File: src/rtl/core/scvs_pkg.sv
package scvs_pkg;

	localparam int MaxStrips = 32;
	localparam int IdxW = 5;
	localparam int CntW = 6;
	localparam int AdcBits = 10;
	localparam int StripW = 12;
	localparam int TolW = 8;
	localparam int MinSplit = 3;
	localparam int MaxResults = 16;
	localparam int SumW = AdcBits + CntW;
	localparam int ProdW = SumW + 8;
	localparam logic [TolW-1:0] TolReset = 8'd51;

	typedef struct packed {
		logic [StripW-1:0] base;
		logic [CntW-1:0] count;
	} scvs_job_t;

	typedef struct packed {
		logic last_result;
		logic no_split;
		logic end_half;
		logic start_half;
		logic [StripW-1:0] end_strip;
		logic [StripW-1:0] start_strip;
	} scvs_res_t;

	localparam scvs_res_t NoSplitRes = '{last_result: 1'b1, no_split: 1'b1, end_half: 1'b0,
		start_half: 1'b0, end_strip: '0, start_strip: '0};

endpackage

File: src/rtl/core/scvs_front.sv
module scvs_front
	import scvs_pkg::*;
(
	input  logic clk,
	input  logic arst_n,
	input  logic in_valid,
	output logic in_ready,
	input  logic [StripW-1:0] in_first,
	input  logic [AdcBits-1:0] in_adc,
	input  logic in_last,
	output logic wr_en,
	output logic [IdxW-1:0] wr_idx,
	output logic [AdcBits-1:0] wr_data,
	output logic job_valid,
	input  logic job_ready,
	output scvs_job_t job
);

	logic [CntW-1:0] count_q;
	logic [StripW-1:0] base_q;
	logic pend_q;
	scvs_job_t job_q;
	logic acc;

	assign in_ready = !pend_q && job_ready;
	assign acc = in_valid && in_ready;
	assign wr_en = acc && (count_q < CntW'(MaxStrips));
	assign wr_idx = count_q[IdxW-1:0];
	assign wr_data = in_adc;
	assign job_valid = pend_q;
	assign job = job_q;

	always_ff @(posedge clk or negedge arst_n) begin
		if (!arst_n) begin
			count_q <= '0;
			base_q <= '0;
			pend_q <= 1'b0;
		end else begin
			if (pend_q && job_ready) begin
				pend_q <= 1'b0;
			end
			if (acc) begin
				if (in_last) begin
					count_q <= '0;
					pend_q <= 1'b1;
				end else if (count_q < CntW'(MaxStrips)) begin
					count_q <= count_q + 1'b1;
				end
				if (count_q == '0) begin
					base_q <= in_first;
				end
			end
		end
	end

	always_ff @(posedge clk) begin
		if (acc && in_last) begin
			job_q.base <= (count_q == '0) ? in_first : base_q;
			job_q.count <= (count_q < CntW'(MaxStrips)) ? count_q + 1'b1 : count_q;
		end
	end

endmodule

File: src/rtl/core/scvs_back.sv
module scvs_back
	import scvs_pkg::*;
(
	input  logic clk,
	input  logic arst_n,
	input  logic [TolW-1:0] tol,
	input  logic wr_en,
	input  logic [IdxW-1:0] wr_idx,
	input  logic [AdcBits-1:0] wr_data,
	input  logic job_valid,
	output logic job_ready,
	input  scvs_job_t job,
	output logic res_valid,
	input  logic res_ready,
	output scvs_res_t res
);

	typedef enum logic [9:0] {
		S_IDLE = 10'b0000000001,
		S_SCAN = 10'b0000000010,
		S_PAIR = 10'b0000000100,
		S_FMIN = 10'b0000001000,
		S_RDL  = 10'b0000010000,
		S_RDR  = 10'b0000100000,
		S_TEST = 10'b0001000000,
		S_CUT  = 10'b0010000000,
		S_OUT  = 10'b0100000000,
		S_WAIT = 10'b1000000000
	} st_t;

	st_t st_q;
	logic [AdcBits-1:0] mem [MaxStrips];
	logic [AdcBits-1:0] rd_q;
	logic [IdxW-1:0] rd_addr;
	logic [IdxW-1:0] maxl [MaxStrips];
	logic [IdxW-1:0] minl [MaxStrips];
	logic [CntW-1:0] nmax_q, nmin_q, n_q, i_q, p_q, j_q, k_q;
	logic [CntW-1:0] left_q, right_q, cnt_q, cur_q;
	logic [StripW-1:0] base_q;
	logic [1:0] dir_q;
	logic [AdcBits-1:0] prev_q, la_q, ra_q;
	logic [SumW-1:0] sum_q;
	logic half_q, fin_q;
	scvs_res_t res_q;
	scvs_res_t out_q;
	logic res_v_q;

	always_ff @(posedge clk) begin
		if (wr_en) mem[wr_idx] <= wr_data;
		rd_q <= mem[rd_addr];
	end

	function automatic logic adm(input logic [CntW-1:0] idx, input logic [AdcBits-1:0] a,
			input logic [SumW-1:0] s, input logic [CntW-1:0] c, input logic [TolW-1:0] t);
		logic [SumW-1:0] p;
		logic [SumW-1:0] d;
		begin
			p = SumW'(a) * SumW'(c);
			d = (p > s) ? p - s : s - p;
			adm = (idx < CntW'(MaxStrips)) && (s != '0) &&
				({d, 8'd0} < ProdW'(t) * ProdW'(s));
		end
	endfunction

	logic tl, tr, al, ar;
	logic [IdxW-1:0] lm, rm;
	logic [CntW-1:0] endi;
	assign lm = maxl[p_q[IdxW-1:0]];
	assign rm = maxl[p_q[IdxW-1:0] + 1'b1];
	assign tl = adm(left_q, la_q, sum_q, cnt_q, tol);
	assign tr = adm(right_q, ra_q, sum_q, cnt_q, tol);
	assign al = tl && (left_q > CntW'(lm));
	assign ar = tr && (right_q < CntW'(rm));
	assign endi = left_q + (cnt_q >> 1);

	always_comb begin
		rd_addr = i_q[IdxW-1:0];
		case (st_q)
			S_FMIN:  rd_addr = minl[j_q[IdxW-1:0]];
			S_RDL:   rd_addr = (cnt_q == CntW'(1) && j_q != '1) ? left_q[IdxW-1:0] :
				right_q[IdxW-1:0];
			S_WAIT:  rd_addr = left_q[IdxW-1:0];
			default: rd_addr = i_q[IdxW-1:0];
		endcase
	end

	assign job_ready = (st_q == S_IDLE);
	assign res_valid = res_v_q;
	assign res = out_q;

	function automatic scvs_res_t mk(input logic [StripW-1:0] b, input logic [CntW-1:0] s,
			input logic [CntW-1:0] e, input logic sh, input logic eh, input logic lr);
		scvs_res_t r;
		begin
			r.start_strip = b + StripW'(s);
			r.end_strip = b + StripW'(e);
			r.start_half = sh;
			r.end_half = eh;
			r.no_split = 1'b0;
			r.last_result = lr;
			mk = r;
		end
	endfunction

	always_ff @(posedge clk or negedge arst_n) begin
		if (!arst_n) begin
			st_q <= S_IDLE;
			res_v_q <= 1'b0;
			fin_q <= 1'b0;
		end else begin
			if (res_v_q && res_ready && st_q != S_OUT) res_v_q <= 1'b0;
			case (st_q)
				S_IDLE: begin
					if (job_valid) begin
						base_q <= job.base;
						n_q <= job.count;
						i_q <= '0;
						nmax_q <= '0;
						nmin_q <= '0;
						dir_q <= 2'd0;
						k_q <= '0;
						p_q <= '0;
						cur_q <= '0;
						half_q <= 1'b0;
						if (job.count < CntW'(MinSplit)) begin
							res_q <= NoSplitRes;
							fin_q <= 1'b1;
							st_q <= S_OUT;
						end else begin
							st_q <= S_SCAN;
						end
					end
				end
				S_SCAN: begin
					// Strip i is read; rd_q holds it in the next cycle.
					i_q <= i_q + 1'b1;
					prev_q <= rd_q;
					if (i_q >= CntW'(2)) begin
						if (prev_q < rd_q) begin
							if (dir_q != 2'd1) begin
								dir_q <= 2'd1;
								minl[nmin_q[IdxW-1:0]] <= IdxW'(i_q - 2'd2);
								nmin_q <= nmin_q + 1'b1;
							end
							if (i_q == n_q) begin
								maxl[nmax_q[IdxW-1:0]] <= IdxW'(i_q - 1'b1);
								nmax_q <= nmax_q + 1'b1;
							end
						end else if (prev_q > rd_q) begin
							if (dir_q != 2'd2) begin
								dir_q <= 2'd2;
								maxl[nmax_q[IdxW-1:0]] <= IdxW'(i_q - 2'd2);
								nmax_q <= nmax_q + 1'b1;
							end
							if (i_q == n_q) begin
								minl[nmin_q[IdxW-1:0]] <= IdxW'(i_q - 1'b1);
								nmin_q <= nmin_q + 1'b1;
							end
						end
					end
					if (i_q == n_q) st_q <= S_PAIR;
				end
				S_PAIR: begin
					j_q <= '0;
					if (p_q + 1'b1 >= nmax_q || k_q >= CntW'(MaxResults - 1)) begin
						if (k_q == '0) begin
							res_q <= NoSplitRes;
						end else begin
							res_q <= mk(base_q, cur_q, n_q - 1'b1, half_q, 1'b0, 1'b1);
						end
						fin_q <= 1'b1;
						st_q <= S_OUT;
					end else begin
						st_q <= S_FMIN;
					end
				end
				S_FMIN: begin
					if (j_q >= nmin_q) begin
						p_q <= p_q + 1'b1;
						st_q <= S_PAIR;
					end else if (minl[j_q[IdxW-1:0]] > lm && minl[j_q[IdxW-1:0]] < rm) begin
						left_q <= CntW'(minl[j_q[IdxW-1:0]]) - 1'b1;
						right_q <= CntW'(minl[j_q[IdxW-1:0]]) + 1'b1;
						cnt_q <= CntW'(1);
						st_q <= S_RDL;
					end else begin
						j_q <= j_q + 1'b1;
					end
				end
				S_RDL: begin
					// rd_q now holds amplitude at m (or after first pass, left).
					if (cnt_q == CntW'(1) && j_q != '1) begin
						sum_q <= SumW'(rd_q);
						j_q <= '1;
					end else begin
						la_q <= rd_q;
						st_q <= S_RDR;
					end
				end
				S_RDR: begin
					ra_q <= rd_q;
					st_q <= S_TEST;
				end
				S_TEST: begin
					if ((tl && !al) || (tr && !ar)) begin
						p_q <= p_q + 1'b1;
						st_q <= S_PAIR;
					end else if (!al && !ar) begin
						st_q <= S_CUT;
					end else begin
						sum_q <= sum_q + (al ? SumW'(la_q) : '0) + (ar ? SumW'(ra_q) : '0);
						cnt_q <= cnt_q + CntW'(al) + CntW'(ar);
						if (al) left_q <= left_q - 1'b1;
						if (ar) right_q <= right_q + 1'b1;
						st_q <= S_WAIT;
					end
				end
				S_CUT: begin
					if (cnt_q[0]) begin
						res_q <= mk(base_q, cur_q, endi + 1'b1, half_q, 1'b1, 1'b0);
						half_q <= 1'b1;
					end else begin
						res_q <= mk(base_q, cur_q, endi, half_q, 1'b0, 1'b0);
						half_q <= 1'b0;
					end
					cur_q <= endi + 1'b1;
					k_q <= k_q + 1'b1;
					p_q <= p_q + 1'b1;
					fin_q <= 1'b0;
					st_q <= S_OUT;
				end
				S_OUT: begin
					if (!res_v_q || res_ready) begin
						out_q <= res_q;
						res_v_q <= 1'b1;
						st_q <= fin_q ? S_IDLE : S_PAIR;
					end
				end
				S_WAIT: st_q <= S_RDL;
				default: st_q <= S_IDLE;
			endcase
		end
	end

endmodule

File: src/rtl/core/strip_cluster_valley_splitter_top.sv
// Channel  Direction  Content
// s_axis   in         tdata: first_strip[11:0], adc[21:12]; tlast: last
// m_axis   out        tdata: start_strip, end_strip, start_half, end_half, no_split
//                     (bits 0 up, 27 used); tlast: last_result
// cfg      in         tolerance_q8 write, applied at the next edge
// Strips load at one per cycle while no job is pending and the back end is idle. A
// cluster's split pass runs the extrema scan, then per pair of maxima a search over the
// minima, a flatness test of the valley neighbors and a cut, all through one memory read port.
// While a cluster waits or is being split, the front accepts no strip. Results leave
// through one output register. Reset clears the front counters, the valid flags and the back-end state.
module strip_cluster_valley_splitter_top
	import scvs_pkg::*;
(
	input  logic clk,
	input  logic arst_n,
	input  logic cfg_we,
	input  logic [7:0] cfg_wdata,
	input  logic s_axis_tvalid,
	output logic s_axis_tready,
	input  logic [23:0] s_axis_tdata, // first_strip, adc, 2 unused bits
	input  logic s_axis_tlast,
	output logic m_axis_tvalid,
	input  logic m_axis_tready,
	output logic [31:0] m_axis_tdata, // start_strip, end_strip, start_half, end_half, no_split
	output logic m_axis_tlast
);

	logic [TolW-1:0] tol_q;
	logic wr_en;
	logic [IdxW-1:0] wr_idx;
	logic [AdcBits-1:0] wr_data;
	logic job_valid, job_ready;
	scvs_job_t job;
	scvs_res_t res;

	always_ff @(posedge clk or negedge arst_n) begin
		if (!arst_n) tol_q <= TolReset;
		else if (cfg_we) tol_q <= cfg_wdata;
	end

	scvs_front u_front (
		.clk, .arst_n,
		.in_valid(s_axis_tvalid), .in_ready(s_axis_tready),
		.in_first(s_axis_tdata[11:0]), .in_adc(s_axis_tdata[21:12]), .in_last(s_axis_tlast),
		.wr_en, .wr_idx, .wr_data, .job_valid, .job_ready, .job
	);

	scvs_back u_back (
		.clk, .arst_n, .tol(tol_q), .wr_en, .wr_idx, .wr_data,
		.job_valid, .job_ready, .job,
		.res_valid(m_axis_tvalid), .res_ready(m_axis_tready), .res
	);

	assign m_axis_tdata = {5'd0, res.no_split, res.end_half, res.start_half,
		res.end_strip, res.start_strip};
	assign m_axis_tlast = res.last_result;

endmodule

File: config.mk
export PLATFORM = sky130hd
export DESIGN_NAME = strip_cluster_valley_splitter_top
export DESIGN_NICKNAME = d
export VERILOG_FILES = /design/src/rtl/core/scvs_pkg.sv /design/src/rtl/core/scvs_front.sv /design/src/rtl/core/scvs_back.sv /design/src/rtl/core/strip_cluster_valley_splitter_top.sv
export SDC_FILE = /design/constraint.sdc
export NUM_CORES = 2
export LEC_CHECK = 0
export BUFFER_PORTS_ARGS = -buffer_cell sky130_fd_sc_hd__buf_4
export CORE_ASPECT_RATIO = 1.5
export CORE_MARGIN = 2
export CORE_UTILIZATION = 41
export CTS_BUF_LIST = sky130_fd_sc_hd__clkbuf_2
export CTS_CLUSTER_DIAMETER = 100
export DETAILED_ROUTE_END_ITERATION = 12
export PLACE_DENSITY = 0.63
export SETUP_SLACK_MARGIN = 0.15
export SLEW_MARGIN = 40
export SYNTH_ARGS = -nofsm -noshare
export SYNTH_HDL_FRONTEND = slang
export SYNTH_HIERARCHICAL = 1
export SYNTH_SLANG_ARGS = --single-unit
File: constraint.sdc
create_clock -name clk -period 23.5 [get_ports clk]
set_input_delay 1.175 -clock clk [delete_from_list [all_inputs] [get_ports clk]]
set_output_delay 1.175 -clock clk [all_outputs]
set_load 0.01 [all_outputs]
Word-level counts from Yosys, hierarchy flattened
Memory sizes are Yosys's and may differ from the RTL's. A register that Yosys moved wholly into a read port is not among the register bits.
Index checks and enable logic that the tools add are counted.
{"block": "totals", "regBits": 240, "ramBits": 640, "in_bits": 38, "output_inout_bits": 35, "word_cells": 310, "mem_count": 3}
{"memory": "u_back.mem", "words": 32, "word_bits": 10, "rd": 1, "rd_ports_with_merged_regs": 1, "write_ports": 1, "line": "scvs_back.sv:32", "source": "logic [AdcBits-1:0] mem [MaxStrips];"}
{"memory": "u_back.maxl", "words": 32, "word_bits": 5, "rd": 2, "rd_ports_with_merged_regs": 1, "write_ports": 1, "line": "scvs_back.sv:35", "source": "logic [IdxW-1:0] maxl [MaxStrips];"}
{"memory": "u_back.minl", "words": 32, "word_bits": 5, "rd": 1, "rd_ports_with_merged_regs": 1, "write_ports": 1, "line": "scvs_back.sv:36", "source": "logic [IdxW-1:0] minl [MaxStrips];"}
{"block": "op_classes", "addsub": 29, "multipliers": 3, "magnitude_cmp": 18, "n_eq_ne": 39, "n_mux": 118, "n_bitwise": 3, "n_reduce_logical": 58}
{"op": "6-bit 2-to-1 mux", "count": 32}
{"op": "10-bit 2-to-1 mux", "count": 10}
{"op": "10-bit one-hot mux with 10 select lines", "count": 1}
{"op": "6-bit one-hot mux with 2 select lines", "count": 8}
{"op": "28-bit 2-to-1 mux", "count": 3}
{"op": "28-bit one-hot mux with 3 select lines", "count": 1}
{"op": "16-bit 2-to-1 mux", "count": 5}
{"op": "16-bit subtractor", "count": 4}
{"op": "6-bit by 1-bit adder with 6-bit output (second input constant)", "count": 9}
{"op": "12-bit by 6-bit adder with 12-bit output", "count": 4}
{"op": "24-bit < comparator", "count": 2}
{"op": "7-bit AND reduction", "count": 5}
{"op": "1-bit 2-to-1 mux", "count": 34}
{"op": "16-bit adder", "count": 2}
{"op": "16-bit greater-than comparator", "count": 2}
{"op": "10-bit by 6-bit multiplier with 16-bit output", "count": 2}
{"op": "16-bit one-hot mux with 2 select lines", "count": 1}
{"op": "27-bit 2-to-1 mux", "count": 1}
{"op": "26-bit 2-to-1 mux", "count": 1}
{"op": "5-bit 2-to-1 mux", "count": 5}
{"op": "5-bit AND reduction", "count": 5}
{"op": "8-bit by 16-bit multiplier with 24-bit output", "count": 1}
{"op": "2-bit by 1-bit != test with 1-bit output (second input constant)", "count": 12}
{"op": "6-bit one-hot mux with 4 select lines", "count": 1}
{"op": "other kinds (59)", "count": 117}

Logic depth before layout (Yosys ltp)
{"block": "logic_depth", "word_depth": 12, "mapped_depth": 56}

Cells and area by module
The synthesis kept the hierarchy.
{"module": "scvs_back", "instances": 1, "cells_per_inst": 3946, "area_per_inst_um2": 49779.0, "seq_area_each_um2": 25415.6}
{"module": "scvs_front", "instances": 1, "cells_per_inst": 122, "area_per_inst_um2": 1769.2, "seq_area_each_um2": 1016.0}
{"module": "strip_cluster_valley_splitter_top", "instances": 1, "cells_per_inst": 23, "area_per_inst_um2": 377.9, "seq_area_each_um2": 205.2}

Worst setup path before layout
No wires, ideal clock.
{"block": "synth_timing", "path_kind": "reg2reg", "from": "reg u_back.cnt_q[0]", "to": "reg u_back.sum_q[15], data pin", "setup_time_ps": 147, "arrival_ps": 10537, "slack_ps": 12816, "path_stages_with_launch": 54, "synth_period_minus_slack_ps": 10684, "cell_sequence": "edfxtp_1 -> buf_4 -> clkbuf_1 -> and2_1 -> fa_1 -> inv_1 -> fa_1 -> fa_1 -> inv_1 -> ha_1 -> a21oi_1 -> o21bai_1 -> a21oi_1 -> o21bai_1 -> a21oi_1 -> nor2_1 -> o21a_1 -> o41ai_1 -> [... 18 more ...] -> a21oi_1 -> clkbuf_1 -> nand2_1 -> fa_1 -> inv_1 -> ha_1 -> inv_1 -> fa_1 -> nor2b_1 -> o21ai_0 -> a21boi_0 -> o21ai_0 -> a21boi_0 -> o21ai_0 -> nand2b_1 -> a31oi_1 -> or4_1 -> a21oi_1"}
{"block": "synth_between", "elab_chain_cells": 12, "word_cells_on_any_way": 23, "classes_between": "6 x add/sub; 2 x mul; 4 x order compare; 7 x mux; 4 x reduce/logical"}
{"element": "start, declared", "line": "scvs_back.sv:38", "source": "logic [CntW-1:0] left_q, right_q, cnt_q, cur_q;"}
{"element": "start signal, assigned", "line": "scvs_back.sv:184", "source": "cnt_q <= CntW'(1);"}
{"element": "start signal, assigned", "line": "scvs_back.sv:212", "source": "cnt_q <= cnt_q + CntW'(al) + CntW'(ar);"}
{"element": "10-bit by 6-bit multiplier with 16-bit output", "line": "scvs_back.sv:58", "source": "p = SumW'(a) * SumW'(c);"}
{"element": "16-bit subtractor or 16-bit greater-than comparator (tied branches)", "line": "scvs_back.sv:59", "source": "d = (p > s) ? p - s : s - p;"}
{"element": "16-bit 2-to-1 mux", "line": "scvs_back.sv:59"}
{"element": "24-bit < comparator", "line": "scvs_back.sv:61", "source": "({d, 8'd0} < ProdW'(t) * ProdW'(s));"}
{"element": "1-bit logical AND", "line": "scvs_back.sv:60", "source": "adm = (idx < CntW'(MaxStrips)) && (s != '0) &&"}
{"element": "1-bit logical AND", "line": "scvs_back.sv:72", "source": "assign al = tl && (left_q > CntW'(lm));"}
{"element": "10-bit 2-to-1 mux", "line": "scvs_back.sv:211", "source": "sum_q <= sum_q + (al ? SumW'(la_q) : '0) + (ar ? SumW'(ra_q) : '0);"}
{"element": "16-bit adder", "line": "scvs_back.sv:211"}
{"element": "16-bit adder *", "line": "scvs_back.sv:211"}
{"element": "16-bit 2-to-1 mux *", "line": "scvs_back.sv:208", "source": "end else if (!al && !ar) begin"}
{"element": "16-bit 2-to-1 mux *", "line": "scvs_back.sv:205", "source": "if ((tl && !al) || (tr && !ar)) begin"}
{"element": "16-bit one-hot mux with 2 select lines *", "line": "scvs_back.sv:112", "source": "case (st_q)"}
{"element": "end signal, assigned", "line": "scvs_back.sv:193", "source": "sum_q <= SumW'(rd_q);"}
{"element": "end signal, assigned", "line": "scvs_back.sv:211"}
{"element": "end, declared", "line": "scvs_back.sv:42", "source": "logic [SumW-1:0] sum_q;"}
Every way passes the cells marked *; elsewhere a longest branch is shown, timed or not. The select of a mux whose other input is x is not followed.
A chain may end at the register's enable or synchronous reset.

Worst setup path in the final report
{"block": "layout_timing", "from": "reg u_back.cnt_q[1]", "to": "reg u_back.sum_q[15], data pin"}
The elaborated chain is that of the path after synthesis.

==> qor.txt <==
Combinational share of power: 28.1%
Die area: 129600 um^2
Row cnt: 159
Max-cap viol count: 0
Critical path class: reg2reg
Startpoint types: flop
DIE HEIGHT: 439.9 um
PortBufs: 65
Buf/Inv on CP: 5
Fraction of final layout cells sized beyond drive strength 1: 16.71%
Post-CTS setup buffers: 0
Final worst-path cycle share: 56.68%
Final WL: 128000 um
Vias in the first global route: 34799
WL/cell: 20.83 um
Initial drt markers: 1973
Post-Syn Area: 51930 um^2
Most numerous cell in the Yosys netlist: edfxtp_1
FF+latch area: 26650 um^2
Post-synthesis sequential area ratio: 51.30%
Crit. End Element: flop
Int Pwr: 0.002788 W
Pre-CTS WS: 10.37 ns
Synth top cells by count: edfxtp_1, nand2_1, inv_1, ha_1, nor2_1
Worst setup margin: 10.18 ns
Clock Skew: 0.1783 ns
Area delta synth->final: 9.111%
Nets: 4765
Net Sw Frac: 33.44%
Initial Util: 41.36%
Synth Area per Inst: 12.69 um^2
CTS buffer count: 210
Sequential share of power: 47.1%
CTS tree: built
Worst rel slew slack: 32.93%
Yosys top cell area share: 48.63%
Clk buf depth: 3
Leakage power: 21.54 nW
Crit-path leading delay family: compound AO/OA/AOI/OAI gates
Netlist cell types: 95
Yosys Warn Count: 6
Drt first pass iters: 6
Worst-path clk slew: 0.10 ns
Outcome: finished clean
Largest net degree at the start of global routing: 76
Delay of the slowest critical-path stage: 0.66 ns
Latest clock arrival within the worst-skew pair: 1.57 ns
Clk network pwr share: 24.8%
CTS Root Cell: clkbuf_2
CP required: 24.78 ns
CP max FO: 23
# DRC: 0
Unrepaired setup endpoints after global routing: false
Final Hold Fails: 0
GR Overflow Total: 0
Io pins: 73
Core outline area: 125500 um^2
Worst Tran Pin Value: 1.006 ns
Fillcell total: 11395
GRT Total Usage: 19.94%
Asr flop ratio synth: 4.333%
DR vias: 33240
Post-DRT Antenna Nets: 0
Core Util, Final: 45.13%
Clock Sinks: 900
Pwr dens: 73.93 nW/um^2
Max Fclk: 75.07 MHz
Hold Path Class: reg2reg
Avg Vias per Cell: 5.408
CP arrival: 14.60 ns
CP max-delay cell: nor4_1
Ranking of synthesized cells by area: edfxtp_1, ha_1, fa_1
Tmin final: 13.32 ns
DP HPWL: 92500 um
Final Max Slew Viols: 0
First-pass GRT wire length: 197500 um
Area of the multi-input gates: 23360 um^2
Initial antenna violation count: 2
Switching pwr: 0.001401 W
# setup viols final: 0
Cell taking the most area after synthesis: edfxtp_1
Final setup TNS: 0 ns
Gpl congestion: 0.8949
H-tree Lvls: 4
Fin cells: 6146
VDD IR-drop max: 0.04492 mV
Count of state elements after synthesis: 900
Die X: 294.6 um
Inst Count DP: 5708
Number of flops mapped to enable cells by yosys: 841
Cells after Synth: 4091
Dominant synthesized flop cell: edfxtp_1
==> final cells by class <==
cell class / count / share of cell area, %
Sequential cell: 900 / 47.03
Inverter: 315 / 2.087
Clock inverter: 93 / 0.9739
Clock buffer: 298 / 2.632
Multi-Input combinational cell: 2688 / 41.23
Tap cell: 1690 / 3.732
Antenna cell: 4 / 0.01767
Timing Repair Buffer: 158 / 2.297
==> logic make-up after synthesis <==
family                   after synthesis  synth area share (%)
XOR/XNOR                             162                 2.732
adder cells (fa/ha/maj)              454                 13.40
flip-flops                           900                 51.30
AND/OR/NAND/NOR                     1093                 10.54
AO/OA/AOI/OAI                        633                 8.209
buffers and inverters                507                 4.171
multiplexers                         341                 9.648
other                                  1              0.007222
==> registers in the layout, indices dropped and copies added, names as in the netlist, 8 cells and up, named ones only <==
signal / cells
tol_q: 8
u_back/maxl: 160
u_front/job: 18
u_back/st_q: 10
u_back/res_q: 28
u_back/mem: 320
u_back/la_q: 10
u_back/prev_q: 10
u_back/sum_q: 16
u_front/base_q: 12
u_back/rd_q: 10
u_back/ra_q: 10
u_back/minl: 160
u_back/res: 28
u_back/base_q: 12
==> through the flow <==
step                total power, W  instance area, um^2  hold WS, ns
finish                    0.004188                56660       0.4187
global route              0.004432                56660       0.2643
CTS                       0.004237                56640       0.1910
detailed placement        0.003180                54160       0.4045
global placement          0.003148                54010       0.4011
floorplan                 0.002816                51940       0.4003
==> repair_timing <==
action                                 in CTS  in global routing
endpoints found under the hold margin     395                  0
hold buffers                               43                  0
resized for setup                           0                  0
setup endpoints to repair                   0                  0
==> per-layer routing <==
metal  GRT usage [%]  up-vias  wire length [um]
met4           8.583        0              4689
met3           2.885      242              5603
met2           37.82      909             70230
met5               0        -                 0
met1           21.93    16693             47530
li1                -    15396                 -
==> worst paths after layout <==
check / startpoint / end / slack [ns] / cells after the start
min in group asynchronous: arst_n / u_back/st_q[0]$_DFFE_PN1P_ / 0.76 / 3
setup / recovery: u_back/cnt_q[1]$_SDFFCE_PN0P_ / u_back/sum_q[15]$_SDFFCE_PN0P_ / 10.18 / 48
setup reg to reg: u_back/cnt_q[1]$_SDFFCE_PN0P_ / u_back/sum_q[15]$_SDFFCE_PN0P_ / 10.18 / 48
hold reg to reg: u_back/res_q[7]$_DFFE_PP_ / u_back/res[7]$_DFFE_PP_ / 0.42 / 0
hold / removal: u_back/res_q[7]$_DFFE_PP_ / u_back/res[7]$_DFFE_PP_ / 0.42 / 0
max in group asynchronous: arst_n / u_back/st_q[8]$_DFFE_PN0P_ / 21.73 / 4
==> cells in the final DEF (no fill, tap or decap), drive strengths merged, types with 24 or more instances in the layout <==
cell / n
xnor2: 100
o21bai: 24
mux2i: 154
clkbuf: 298
nand3: 78
and2: 194
mux4: 115
nor3: 44
buf: 115
fa: 170
xor2: 62
mux2: 72
nor2: 246
clkinv: 80
dlygate4sd3: 43
a21oi: 133
o21a: 27
a31oi: 35
a21o: 57
inv: 320
nand4: 32
a211oi: 67
edfxtp: 841
nand2: 333
dfrtp: 34
ha: 284
a21boi: 35
nor2b: 42
o21ai: 115
==> power groups by stage <==
stage	Sequential [W]	Combinational [W]	Clock, W
after floorplan	0.00195	0.000866	0
after global placement	0.00201	0.00114	0
after detailed placement	0.00201	0.00117	0
after CTS	0.00197	0.00119	0.00108
after global routing	0.00198	0.00129	0.00116
final	0.00197	0.00118	0.00104
(Power assumes the default switching activity.)
